**src/rtl/bid_pkg.sv**
```systemverilog
// shared types and constants of the advertisement intrusion detector
// no dependencies; imported by bid_front, bid_exec, the top and the testbench
`timescale 1ns / 1ps
`default_nettype none

package bid_pkg;

    // table sizes
    localparam int BASELINE_DEPTH = 64;
    localparam int SEEN_DEPTH     = 64;
    localparam int TAG_DEPTH      = 32;

    localparam int KNOWN_IW = (BASELINE_DEPTH > 1) ? $clog2(BASELINE_DEPTH) : 1;
    localparam int KNOWN_FW = $clog2(BASELINE_DEPTH + 1);
    localparam int SEEN_IW  = (SEEN_DEPTH > 1) ? $clog2(SEEN_DEPTH) : 1;
    localparam int SEEN_FW  = $clog2(SEEN_DEPTH + 1);
    localparam int TAG_IW   = (TAG_DEPTH > 1) ? $clog2(TAG_DEPTH) : 1;

    localparam int SCAN_A = (BASELINE_DEPTH > SEEN_DEPTH) ? BASELINE_DEPTH : SEEN_DEPTH;
    localparam int SCAN_N = (SCAN_A > TAG_DEPTH) ? SCAN_A : TAG_DEPTH;
    localparam int SCAN_W = $clog2(SCAN_N + 1);

    // item queue between front and back
    localparam int QUEUE_DEPTH = 2;
    localparam int QUEUE_IW    = 1;
    localparam int QUEUE_CW    = 2;

    localparam int SPAM_CATS = 5;
    localparam logic [15:0] SPAM_STEP = 16'd256;

    // operation codes
    typedef enum logic [1:0] {
        OP_ADV  = 2'd0,
        OP_TICK = 2'd1,
        OP_MOVE = 2'd2,
        OP_LOAD = 2'd3
    } t_op;

    // vendor codes
    localparam logic [2:0] VND_PENTOOL    = 3'd1;
    localparam logic [2:0] VND_SWIFTPAIR  = 3'd2;
    localparam logic [2:0] VND_FASTPAIR   = 3'd3;
    localparam logic [2:0] VND_PHONE_PAIR = 3'd4;
    localparam logic [2:0] VND_CONTINUITY = 3'd5;
    localparam logic [2:0] VND_FINDMY     = 3'd6;
    localparam logic [2:0] VND_TRACKER    = 3'd7;

    // spam categories
    localparam logic [2:0] CAT_WIN_PAIR   = 3'd0;
    localparam logic [2:0] CAT_QUICK_PAIR = 3'd1;
    localparam logic [2:0] CAT_NEARBY     = 3'd2;
    localparam logic [2:0] CAT_PHONE_PAIR = 3'd3;
    localparam logic [2:0] CAT_OTHER      = 3'd4;

    // configuration register indexes
    localparam logic [2:0] REG_FOX_EN    = 3'd0;
    localparam logic [2:0] REG_FOX_TGT   = 3'd1;
    localparam logic [2:0] REG_SPAM_HI   = 3'd2;
    localparam logic [2:0] REG_SPAM_LO   = 3'd3;
    localparam logic [2:0] REG_HOLD      = 3'd4;
    localparam logic [2:0] REG_STALK_N   = 3'd5;

    // classified item travelling through the queue
    typedef struct packed {
        t_op         op;
        logic [47:0] addr;
        logic [7:0]  rssi;
        logic        hid;
        logic        flipper;
        logic        cat_ok;
        logic [2:0]  cat;
        logic        tag_kind;
    } t_item;

    // configuration as seen by the back part
    typedef struct packed {
        logic        fox_en;
        logic        fox_clr;
        logic [47:0] fox_target;
        logic [15:0] spam_hi;
        logic [15:0] spam_lo;
        logic [3:0]  hold;
        logic [15:0] stalk_n;
    } t_cfg;

    // one result beat
    typedef struct packed {
        logic        hid_alert;
        logic        flipper_alert;
        logic        spam_alert;
        logic [2:0]  spam_category;
        logic        stalker_alert;
        logic [15:0] stalker_count;
        logic        fox_seen;
        logic [7:0]  fox_rssi;
        logic [15:0] alerts_total;
    } t_res;

    // one tag table entry
    typedef struct packed {
        logic [47:0] addr;
        logic [15:0] persist;
        logic [31:0] last_ep;
        logic        reported;
    } t_tag;

endpackage

`default_nettype wire

```
**src/rtl/bid_front.sv**
```systemverilog
// front part: classifies each input beat and queues it for the back part
// depends on bid_pkg
`timescale 1ns / 1ps
`default_nettype none

module bid_front (
    input  wire                i_clk,
    input  wire                i_rst_n,
    input  wire                i_valid,
    output logic               o_stall,
    input  wire  [1:0]         i_op,
    input  wire  [47:0]        i_dev_addr,
    input  wire  [7:0]         i_sig_rssi,
    input  wire  [2:0]         i_vendor_class,
    input  wire                i_nearby_type,
    input  wire                i_hid_advertised,
    input  wire                i_random_static,
    output logic               o_item_valid,
    output bid_pkg::t_item     o_item,
    input  wire                i_pop
);
    import bid_pkg::*;

    t_item                r_q [QUEUE_DEPTH];
    logic [QUEUE_IW-1:0]  r_wptr, r_rptr;
    logic [QUEUE_CW-1:0]  r_cnt;
    t_item                n_item;
    logic                 push;

    // classification of the incoming beat
    always_comb begin
        n_item          = '0;
        n_item.op       = t_op'(i_op);
        n_item.addr     = i_dev_addr;
        n_item.rssi     = i_sig_rssi;
        n_item.hid      = i_hid_advertised;
        n_item.flipper  = (i_vendor_class == VND_PENTOOL);
        n_item.tag_kind = (i_vendor_class == VND_FINDMY) || (i_vendor_class == VND_TRACKER)
                          || i_random_static;
        case (i_vendor_class)
            VND_SWIFTPAIR: begin
                n_item.cat_ok = 1'b1;
                n_item.cat    = CAT_WIN_PAIR;
            end
            VND_FASTPAIR: begin
                n_item.cat_ok = 1'b1;
                n_item.cat    = CAT_QUICK_PAIR;
            end
            VND_PHONE_PAIR: begin
                n_item.cat_ok = 1'b1;
                n_item.cat    = CAT_PHONE_PAIR;
            end
            VND_CONTINUITY: begin
                n_item.cat_ok = 1'b1;
                n_item.cat    = i_nearby_type ? CAT_NEARBY : CAT_OTHER;
            end
            default: begin
                n_item.cat_ok = 1'b0;
                n_item.cat    = CAT_WIN_PAIR;
            end
        endcase
    end

    assign o_stall      = (r_cnt == QUEUE_CW'(QUEUE_DEPTH));
    assign push         = i_valid && !o_stall;
    assign o_item_valid = (r_cnt != '0);
    assign o_item       = r_q[r_rptr];

    // queue storage
    always_ff @(posedge i_clk) begin
        if (push) begin
            r_q[r_wptr] <= n_item;
        end
    end

    // queue pointers
    always_ff @(posedge i_clk) begin
        if (!i_rst_n) begin
            r_wptr <= '0;
            r_rptr <= '0;
            r_cnt  <= '0;
        end else begin
            if (push) begin
                r_wptr <= r_wptr + 1'b1;
            end
            if (i_pop) begin
                r_rptr <= r_rptr + 1'b1;
            end
            r_cnt <= r_cnt + QUEUE_CW'(push) - QUEUE_CW'(i_pop);
        end
    end

endmodule

`default_nettype wire

```
**config.mk**
```make
export PLATFORM = sky130hd
export DESIGN_NAME = bid_front
export DESIGN_NICKNAME = d
export VERILOG_FILES = /design/src/rtl/bid_pkg.sv /design/src/rtl/bid_front.sv
export SDC_FILE = /design/constraint.sdc
export NUM_CORES = 1
export LEC_CHECK = 0
export ABC_AREA = 1
export BUFFER_PORTS_ARGS = -buffer_cell sky130_fd_sc_hd__buf_2
export CORE_UTILIZATION = 56
export CTS_CLUSTER_SIZE = 8
export DETAILED_ROUTE_END_ITERATION = 8
export PLACE_DENSITY = 0.8
export REMOVE_ABC_BUFFERS = 1
export SETUP_SLACK_MARGIN = 0.05
export SLEW_MARGIN = 10
export SYNTH_ARGS = -nofsm -noshare
export SYNTH_HDL_FRONTEND = slang
export SYNTH_SLANG_ARGS = --single-unit
export TNS_END_PERCENT = 50
```
**constraint.sdc**
```tcl
create_clock -name i_clk -period 11 [get_ports i_clk]
set_clock_uncertainty 0.1 [all_clocks]
set_input_delay 0.55 -clock i_clk [delete_from_list [all_inputs] [get_ports i_clk]]
set_output_delay 0.55 -clock i_clk [all_outputs]
set_load 0.03 [all_outputs]
```
==> results of run 1 <==
## cell usage after synthesis, drive strengths merged
cell type  instances  share of area (%)
edfxtp           130                 75
mux2              65                 18
nand2             13               0.94
inv               11               0.80
nor2               8               0.58
buf                7                1.4
dfxtp              5                1.9
nand3              3               0.29
a21oi              2               0.19
ha                 2               0.48
nor3               2               0.19
o21ai              1              0.096
o21bai             1               0.14
## power by group through the flow
stage	Combinational [mW]	Sequential, mW	Clock [mW]
after global placement	0.193	0.645	0
after detailed placement	0.195	0.648	0
after CTS	0.196	0.638	0.547
after global routing	0.206	0.641	0.567
after floorplan	0.142	0.645	0
final	0.194	0.637	0.538
## stage by stage
stage	power [mW]	utilization [%]
2_1_floorplan	0.787	-
3_3_place_gp	0.838	67.2
3_5_place_dp	0.844	67.2
4_1_cts	1.38	73.7
5_1_grt	1.41	73.7
6_report	1.37	73.7
## final timing paths
kind                        from  slack [ns]          to
hold / removal    i_dev_addr[40]        0.14  r_q[0][55]
hold reg to reg           r_rptr        0.42      r_rptr
setup / recovery       flip-flop        8.14  o_item[60]
setup reg to reg        r_cnt[0]        8.67  r_q[0][40]
## critical path, cell delays in order, from the launching register on
cell and delay, ns:
sky130_fd_sc_hd__dfxtp_4 1.10, sky130_fd_sc_hd__mux2_2 0.43, sky130_fd_sc_hd__buf_2 0.18
## layout make-up
cell class | count | area share, %
tap | 108 | 2.07
clock buffer | 17 | 6.35
inverter | 11 | 0.633
multi-input combinational | 97 | 16.5
clock inverter | 14 | 2.46
sequential | 135 | 61.4
timing repair buffer | 136 | 10.5
## flip-flops by register name, indices dropped and copies added, names as in the netlist, named ones only
register and count:
r_q 130, r_cnt 2, r_rptr 1, r_wptr 1
## per-layer routing
layer / vias to the layer above / track usage (%) / routed length [um] / share of wire [%]
met1: 1254 / 22.3 / 3510 / 42
met5: - / 0 / 0 / 0
met2: 108 / 27.3 / 4120 / 49
li1: 1259 / - / - / -
met3: 5 / 7.30 / 672 / 8.0
met4: 0 / 8.27 / 59 / 0.71
## logic make-up after synthesis
group	count (synthesis)	synth area share, %
flops	135	77.2
fa+ha+maj	2	0.482
mux	65	17.7
compound gates	4	0.434
simple gates	26	2.00
buf+inv	18	2.19
==> results.txt, run 1 <==
The count of fill cells added during filler insertion came out at 560. The TritonCTS sink count is between 100 and 150. The die outline width came out at 98.3 um.

The top cell types in the final layout, fill and taps aside, are sky130_fd_sc_hd__buf_2, sky130_fd_sc_hd__edfxtp_1, sky130_fd_sc_hd__mux2_4. The max-capacitance violation count came out at 0. The via count of the first global-routing pass came out at approximately 2.5k. The minimum setup slack after placement came out at roughly 8.5 ns.

The area of all sequential standard cells is around 4000 um^2. The number of max-slew violations in the final report is 0. The remaining antenna violation count after routing came out at 0. At the end of routability-driven placement, the weighted congestion stood at ~0.74. The final reports fail on design-rule violations.

The remaining global-route overflow came out at 0. For this run, design rule violations remaining after detail routing come to 11. The count of hold-fix buffers inserted at cts is 0. The path type of the worst min-delay path is primary input to flip-flop.

The worst pin sits at a relative slew slack of between 20% and 30%. The wire-length estimate of the detail-placed layout is between 5000 and 6000 um. The total area of multi-input combinational cells came out at about 1100 um^2. The leakage power of the design is between 2 and 3 nW. The floorplan step defined a core boundary enclosing 8850 um^2. STA classifies the critical path endpoint as a primary output. The total number of nets in the final design is around 470. The number of stages on the worst hold path came out at 1. The share of final-layout standard cells stronger than drive strength 1 came out at between 50 and 60%. Before antenna repair, the detailed router went through 9 iterations. Input and output buffers added on the ports amount to roughly 130.

The share of synthesized area occupied by flip-flops and latches is 77.2%. In this run the core area contains 34 standard-cell rows. The area of all placed cells without fillers came out at 6520 um^2.

For this block, the via count after detailed routing is around 2.6k. Relative to the synthesized area, the layout overhead comes to 25.7%. The peak ir drop on the vdd network came out at 144 uV. In the synthesized netlist, the number of instances is 250. The portion of total power attributed to the clock network is between 30 and 40%. The chip height came out at ~100 um.

The number of antenna violations at the first check in global routing came out at 0. At the pin with the least slew margin, the transition time is between 1 and 1.5 ns. The maximum clock rate came out at 0.350 GHz.

The maximum fanout count along the critical path came out at between 60 and 70. The worst setup path is launched from a flip-flop. The netlist area before placement came out at around 5200 um^2. Subtracting the final worst setup slack from the clock period gives roughly 2.9 ns. The worst setup path is of the flip-flop to primary output kind. The later-pin clock latency in the skew report is ~0.50 ns. The detailed router finished its first iteration with 110 violations. Setup violations remaining at the end of the flow were counted as 0. The switching share of power came out at about a quarter. Dividing the detail-routed via count by the number of cells gives 5.07.

Clock tree synthesis selected as its root buffer the cell sky130_fd_sc_hd__clkbuf_8. 0 antenna diodes ended up in the layout. Setup repair after global routing left no endpoint under its margin.

The wire length per cell came out at between 15 and 20 um. The analysis attributes to net switching a power of 0.336 mW. The post-synthesis register bit count came out at about 140.

The flow ran to the end, but the final reports show violations. The depth of the CTS H-tree is 4. The post-cts resize count came out at 0. The library cell used most frequently in the layout, excluding fill and tap cells, is sky130_fd_sc_hd__buf_2.

The post-place instance area came out at 5950 um^2. Global routing used between 10% and 20% of the available tracks across all layers. Counting tap cells, the placed design contains a total of approximately 500 instances. In this run the deepest clock path goes through 2 buffers.

The total power divided by cell area came out at roughly 210 nW/um^2. The effective utilization at floorplan came out at 58.6%. The sum of routed wire length over all layers is about 8400 um. The number of distinct standard cells referenced by the synthesized netlist is 15. The number of warnings reported in the yosys synthesis log came out at 0. Counting the buffers created by CTS gives 17. The final clock period utilization by the worst path is between 20% and 30%. Clock-pin slew was measured on the worst setup and hold paths at 0.06 ns. The first-pass GRT wire length is around 12000 um. The total negative setup slack is 0 ns. Setup slack on the critical path of the routed design comes to 8.14 ns. The pin count of the biggest net entering global routing is 66.

The post-route non-filler standard cell count came out at between 500 and 600. The critical path data arrival time is ~2.2 ns. The internal portion of the total power is between 1 and 1.5 mW. Data on the critical path is required at its endpoint by between 10 and 15 ns. The combinational share of power came out at 14.2%. The CTS tree is built.

The worst-case hold slack is between 0.1 and 0.15 ns. In this run the mean area of a mapped cell was between 20 and 25 um^2. The number of cells on the worst reg-to-reg path is 5. The die covers a little under 10000 um^2. The I/O pin count came out at between 100 and 150. Buffers added to address setup during post-CTS repair amount to 0. The number of hold violations in the final report came to 0. The portion of total power attributed to sequential cells is 46.5%.
Note: power is estimated with default switching activity, not from simulation.
==> run 2: changes to the inputs <==
CORE_UTILIZATION = 52   (was 56)
PLACE_DENSITY = 0.75   (was 0.8)
clock period = 2.8 ns   (was 11 ns; I/O delays follow)
==> run 2 against run 1 <==
Against the previous run: the run now ends clean; total power rose to 4.1 times the previous value; cell count up 19%; first-iteration DRC count fell by 24%; cell area grew 12%; die area up 7.5%; via count grew 14%; global-route usage rose by 2.8 points; critical endpoint is now o_item[64]; largest power group unchanged.
==> results.txt, run 2 (synthesis results as in run 1) <==
The run finished with clean final reports. The final estimated routing congestion in global placement was 0.638 (-14%). The post-cts resize count was 0 (unchanged). The endpoint identified for the worst register-to-register timing path is r_q[1][12].

The buffer count from post-CTS setup fixing came out at 0 (unchanged). The buffer depth of the longest clock path is 2 (unchanged). The number of buffers added by the clock tree synthesis step is 17 (unchanged). The remaining global-route overflow came out at 0 (unchanged). The library cells used most frequently in the layout, excluding fill and tap cells, are sky130_fd_sc_hd__buf_2, sky130_fd_sc_hd__edfxtp_1, sky130_fd_sc_hd__dlygate4sd3_1. The transition time of the tightest slew-check pin came out at 0.498 ns (-0.621 ns). The number of hold violations in the final report is 0 (unchanged). The effective utilization at floorplan is 53.3% (-5.3 points).

The flip-flop count of the largest register after layout was 130 (unchanged). The later-pin clock latency in the skew report is 0.51 ns (about the same). The clock-pin slew of the registers on the worst-case setup and hold paths is 0.06 ns (about the same).

The path type of the worst min-delay path is primary input to flip-flop. The number of max-slew violations in the final report came to 0 (unchanged). STA classifies the critical path startpoint as a flip-flop. The total power divided by cell area was 759 nW/um^2 (+260%).

The total number of nets in the final design came out at 541 (+16%). The depth of the CTS H-tree came out at 4 (unchanged). Of the available clock period, the critical path in the final layout requires 79.7%. The number of antenna violations at the first check in global routing is 0 (unchanged). More flip-flops sit in one register than any other, and that register is r_q. The pin count of the biggest net entering global routing came to 37 (-44%). The final antenna diode count came out at 0 (unchanged).

The largest registers in the layout are r_q: 130 flops, r_cnt: 2 flops. The number of optimization iterations in the first detailed-route pass is 4 (-5). The switching component of the power came out at 1.36 mW (+310%).

The global router's overall resource usage is 20.6% (+2.8 points). The portion of total power attributed to the clock network is 39.3% (about the same). The worst relative slew slack is 66.8% (+41 points).

The total die area came to 10400 um^2 (+7.5%). The final core area utilization came out at 75.3% (+1.5 points). The worst setup path is captured at a primary output. The violation count after the first detailed-route iteration is 84 (-24%). The post-route non-filler standard cell count came out at 617 (+19%). The TritonCTS sink count is 135 (unchanged). The count of cells along the worst register-to-register path came to 5 (unchanged). The die outline width is 102 um (+3.7%).

The first-pass GRT wire length was 15000 um (+20%). The area of all placed cells without fillers was 7320 um^2 (+12%). The critical path data arrival time is 1.99 ns (-0.22 ns). The area of the core came out at 9730 um^2 (+10%). The switching share of power came out at 24.6% (about the same). The critical path in this run is classified as flip-flop to primary output. The count of hold-fix buffers inserted at cts is 69 (+69). The max-capacitance violation count is 0 (unchanged). The via count of the first global-routing pass was 3110 (+24%). The quantity of I/O buffers inserted on ports came to 134 (unchanged).

The share of final-layout standard cells stronger than drive strength 1 was 49.2% (-7.7 points). The remaining routing DRC violations is 0 (-11). The slack of the worst reg-to-reg path is 0.99 ns (-7.68 ns). The library cell used most frequently in the layout, excluding fill and tap cells, is sky130_fd_sc_hd__buf_2. The leakage power of the design came to 2.97 nW (+12%). Setup repair after global routing left no endpoint under its margin. The worst register-to-register path begins at r_cnt[0]. The chip height came out at 102 um (+3.7%). The post-place instance area is 6030 um^2 (+1.5%). The endpoint of the most critical setup path is o_item[64]. The total setup violations reported at the end of the flow is 0 (unchanged). TritonCTS built the clock tree. The remaining antenna violation count after routing was 0 (unchanged).

The via total after detailed routing came out at 2985 (+14%). The cell at the root of the clock tree is sky130_fd_sc_hd__clkbuf_8. The peak ir drop on the vdd network was 409 uV (+180%). The via density per instance is 4.84 (-4.6%). The I/O pin count was 135 (unchanged). The count of standard-cell rows is 36 (+5.9%). The required time of the critical path came out at 2.56 ns (-7.79 ns).

The minimum period implied by the final worst setup slack came out at 2.23 ns. The count of fill cells added during filler insertion came to 610 (+8.9%). The portion of total power attributed to sequential cells came out at 44.8% (-1.7 points). Derived from the worst setup path, the maximum achievable clock frequency is about 0.45 GHz.

The combinational share of power is 15.9% (+1.7 points). From synthesis to final layout, the design area changed by 41.1%. The wire length per cell came out at 16.7 um (+3.5%). The number of cells in the design after placement came out at 516 (+6.0%). The maximum fanout count along the critical path is 27 (-58%). The detailed placer's ending HPWL is 5980 um (+10%). The sum of routed wire length over all layers is 10300 um (+23%). The internal power component is 4.19 mW (+310%).
run 2: cell types whose count changed in the layout (fill, tap and decap cells not counted), moves of 2 or more:
cell                            before  now
sky130_fd_sc_hd__buf_12              0    2
sky130_fd_sc_hd__clkbuf_8            1    3
sky130_fd_sc_hd__clkinv_1            2    0
sky130_fd_sc_hd__clkbuf_1            0    2
sky130_fd_sc_hd__dlygate4sd3_1       0   69
sky130_fd_sc_hd__buf_4               2    4
run 2: power by group through the flow:
stage	Sequential (mW)	Combinational (mW)	Clock, mW
after detailed placement	2.52	0.809	0
after CTS	2.48	0.888	2.23
after floorplan	2.53	0.559	0
after global placement	2.51	0.795	0
final	2.49	0.884	2.18
after global routing	2.50	0.941	2.32
run 2: final cells by class:
cell class | instances | area (um^2) | area share, %
Clock buffer | 21 | 449 | 6.13
Clock inverter | 11 | 148 | 2.02
Inverter | 11 | 41.3 | 0.564
Multi-Input combinational cell | 97 | 1080 | 14.7
Sequential cell | 135 | 4010 | 54.7
Tap cell | 133 | 166 | 2.27
Timing Repair Buffer | 209 | 1430 | 19.5
run 2: worst min-delay path by stage:
| stage | start | endpoint | cells past startpoint |
|---|---|---|---|
| floorplan | i_rst_n | r_cnt[0] | 2 |
| detailed placement | i_dev_addr[44] | r_q[1][59] | 1 |
| CTS | i_dev_addr[44] | r_q[1][59] | 2 |
| finish | i_dev_addr[22] | r_q[0][37] | 2 |
| global placement | i_dev_addr[45] | r_q[0][60] | 1 |
| global route | i_dev_addr[42] | r_q[0][57] | 2 |
run 2: per-stage QoR:
stage	setup WS [ns]	hold WS [ns]	total power [mW]	TNS [ns]
global route	0.450	0.221	5.76	0
finish	0.567	0.247	5.55	0
CTS	0.496	0.217	5.60	0
detailed placement	1.00	0.231	3.33	0
global placement	1.06	0.228	3.31	0
floorplan	-1.04	0.133	3.09	-87.66
run 2: metal layers:
layer	global-route usage (%)	part of all wire, %
met1	21.2	38
met2	38.1	55
met3	6.70	5.7
met4	9.23	1.9
met5	0	0
run 2: worst max-delay path: stages, from the launching register on:
cell	delay, ns
sky130_fd_sc_hd__dfxtp_4	0.63
sky130_fd_sc_hd__buf_4	0.32
sky130_fd_sc_hd__mux2_2	0.36
sky130_fd_sc_hd__buf_2	0.17
==> run 3: changes to the inputs <==
clock period = 2.3 ns   (was 2.8 ns; I/O delays follow)
==> run 3 against run 2 <==
Against the previous run: sequential power is 20% higher; cell count stayed put; utilization is 1.2 points lower; critical path depth stayed put; non-clock buffer count stayed put; critical path type unchanged; critical endpoint is now o_item[14]; largest cell class unchanged; largest power group unchanged.
==> results.txt, run 3 (synthesis results as in run 1) <==
The count of standard-cell rows came out at 36 (unchanged). The area of the core is 9730 um^2 (unchanged). The worst-case hold slack is 0.232 ns (-0.0152 ns). The later-pin clock latency in the skew report came out at 0.50 ns (about the same).

Counting flops per register, the top entry is r_q. TritonCTS built the clock tree. The area of all placed cells without fillers was 7200 um^2 (-1.6%). The run finished with clean final reports. The total number of nets in the final design is 541 (unchanged). The maximum clock rate is slightly below 0.5 GHz. In this run the most critical hold path is launched from i_dev_addr[0]. The quantity of I/O buffers inserted on ports is 134 (unchanged). The maximum fanout count along the critical path came to 29 (+7.4%). In the finished design, the share of the clock period the worst path needs comes to 90.0%. The top cell types in the final layout, fill and taps aside, are sky130_fd_sc_hd__buf_2, sky130_fd_sc_hd__edfxtp_1, sky130_fd_sc_hd__dlygate4sd3_1. The via density per instance came out at 4.73 (-2.2%). The slack of the worst reg-to-reg path is 0.64 ns (-0.35 ns). The number of optimization iterations in the first detailed-route pass came to 4 (unchanged).

The startpoint identified for the worst register-to-register timing path is r_cnt[0]. The total negative setup slack is 0 ns (unchanged). The total setup violations reported at the end of the flow came out at 0 (unchanged). The first-pass GRT wire length came out at 14100 um (-6.0%). The share of final-layout standard cells stronger than drive strength 1 came to 48.1% (-1.0 points). The number of max-slew violations in the final report came to 0 (unchanged).

The chip height was 102 um (unchanged). The die outline width is 102 um (unchanged). The minimum period implied by the final worst setup slack came out at about 2.1 ns. On the critical path the largest part of the delay comes from buffers and inverters.

The number of cells in the design after placement is 516 (unchanged). The combined buffer and inverter count along the critical path came out at 2 (unchanged). The tree is rooted in a sky130_fd_sc_hd__clkbuf_8. The buffer depth of the longest clock path came to 2 (unchanged). The peak ir drop on the vdd network came out at 465 uV (+14%).

STA classifies the critical path startpoint as a flip-flop. The final estimated routing congestion in global placement is 0.651 (+2.1%). The critical path data arrival time was 1.86 ns (-0.13 ns). The detailed placer's ending HPWL came to 5550 um (-7.3%).

STA classifies the critical path endpoint as a primary output. On the critical path, the stage with the largest delay is an instance of sky130_fd_sc_hd__buf_4. The worst relative slew slack came out at 63.6% (-3.1 points). The flip-flop count of the largest register after layout is 130 (unchanged). Setup repair after global routing left no endpoint under its margin. The effective utilization at floorplan is 53.3% (unchanged). The global router's overall resource usage came out at 18.8% (-1.8 points). The post-place instance area is 6020 um^2 (-0.21%). The category of the critical setup timing path is flip-flop to primary output. The pin count of the biggest net entering global routing was 41 (+11%). The I/O pin count came out at 135 (unchanged). The total power is 6.30 mW (+13%). The final core area utilization came out at 74.0% (-1.2 points). The count of cells along the worst register-to-register path is 10 (+5).

The minimum setup slack after placement is 0.635 ns (-0.365 ns). The remaining global-route overflow is 0 (unchanged). The commonest non-fill, non-tap cell in the layout is sky130_fd_sc_hd__buf_2. The wire length per cell came out at 15.1 um (-9.6%). The total die area was 10400 um^2 (unchanged). The via total after detailed routing came out at 2920 (-2.2%). The transition time of the tightest slew-check pin was 0.545 ns (+0.0472 ns). Traced cell by cell, the critical path runs through buf_4 > mux2_4 > buf_2.

The TritonCTS sink count is 135 (unchanged). The remaining antenna violation count after routing was 0 (unchanged). The total power divided by cell area was 875 nW/um^2 (+15%). The violation count after the first detailed-route iteration is 73 (-13%). The number of stages on the worst hold path came to 2 (unchanged).

The via count of the first global-routing pass is 2996 (-3.7%). The leakage power of the design is 2.93 nW (-1.4%). The count of fill cells added during filler insertion is 611 (+0.16%). The final worst setup slack is 0.229 ns (-0.338 ns). The endpoint of the worst-slack reg-to-reg timing path is r_cnt[1].

The final antenna diode count is 0 (unchanged). The max-capacitance violation count is 0 (unchanged). The depth of the CTS H-tree came out at 4 (unchanged). The remaining routing DRC violations came out at 0 (unchanged). The sum of routed wire length over all layers came out at 9310 um (-9.6%). The stage delay of the slowest cell on the critical path came to 0.45 ns (-0.18 ns). Relative to the synthesized area, the layout overhead comes to 38.8%. In the final layout, the registers with the most flip-flops are r_q: 130 flops, r_cnt: 2 flops. The required time of the critical path came to 2.09 ns (-0.47 ns). The post-route non-filler standard cell count is 617 (unchanged). For hold timing, the worst endpoint is r_q[0][15].

The number of antenna violations at the first check in global routing came out at 0 (unchanged). The min-delay analysis places its worst path in the category primary input to flip-flop. The number of hold violations in the final report was 0 (unchanged). The clock-pin slew of the registers on the worst-case setup and hold paths is 0.06 ns (about the same). The number of buffers added by the clock tree synthesis step was 17 (unchanged).
-- run 3: cell types whose count changed in the layout (fill, tap and decap cells not counted), moves of 2 or more --
cell | before | now
sky130_fd_sc_hd__bufinv_16 | 3 | 0
sky130_fd_sc_hd__clkinvlp_4 | 4 | 1
sky130_fd_sc_hd__clkbuf_1 | 2 | 5
sky130_fd_sc_hd__clkinv_1 | 0 | 2
sky130_fd_sc_hd__clkbuf_8 | 3 | 1
sky130_fd_sc_hd__clkinv_2 | 2 | 5
-- run 3: power breakdown --
| part | switching (mW) | internal [mW] |
|---|---|---|
| sequential | 0.0540 | 2.95 |
| combinational | 0.637 | 0.441 |
| clock | 0.913 | 1.31 |
-- run 3: final cells by class --
type	count	area, um^2	area share (%)
Inverter	11	41.3	0.573
Timing Repair Buffer	209	1420	19.7
Clock inverter	10	57.6	0.799
Sequential cell	135	4010	55.6
Clock buffer	22	433	6.01
Multi-Input combinational cell	97	1080	15.0
Tap cell	133	166	2.31
-- run 3: repair_timing --
item / CTS / global route
setup buffers: 0 / 0
hold endpoints to repair: 135 / 0
setup endpoints to repair: 0 / 0
resized for setup: 0 / 0
hold buffers: 69 / 0
-- run 3: how the worst max path moves through the flow --
stage / from / to / slack, ns / depth (start not counted)
after global placement: r_cnt[0] / r_q[0][43] / 0.70 / 5
final: flip-flop / o_item[14] / 0.23 / 3
after floorplan: r_cnt[0] / r_q[0][0] / -1.54 / 4
after global routing: flip-flop / o_item[49] / 0.15 / 3
after CTS: flip-flop / o_item[9] / 0.19 / 3
after detailed placement: r_cnt[0] / r_q[0][43] / 0.63 / 5
-- run 3: metal layers --
metal  global-route usage [%]  part of all wire (%)  vias to the layer above
met5                        0                     0                        -
met4                     8.24                  0.82                        0
met3                     5.34                   5.9                        7
met2                     32.4                    51                      103
met1                     22.2                    42                     1411
li1                         -                     -                     1399
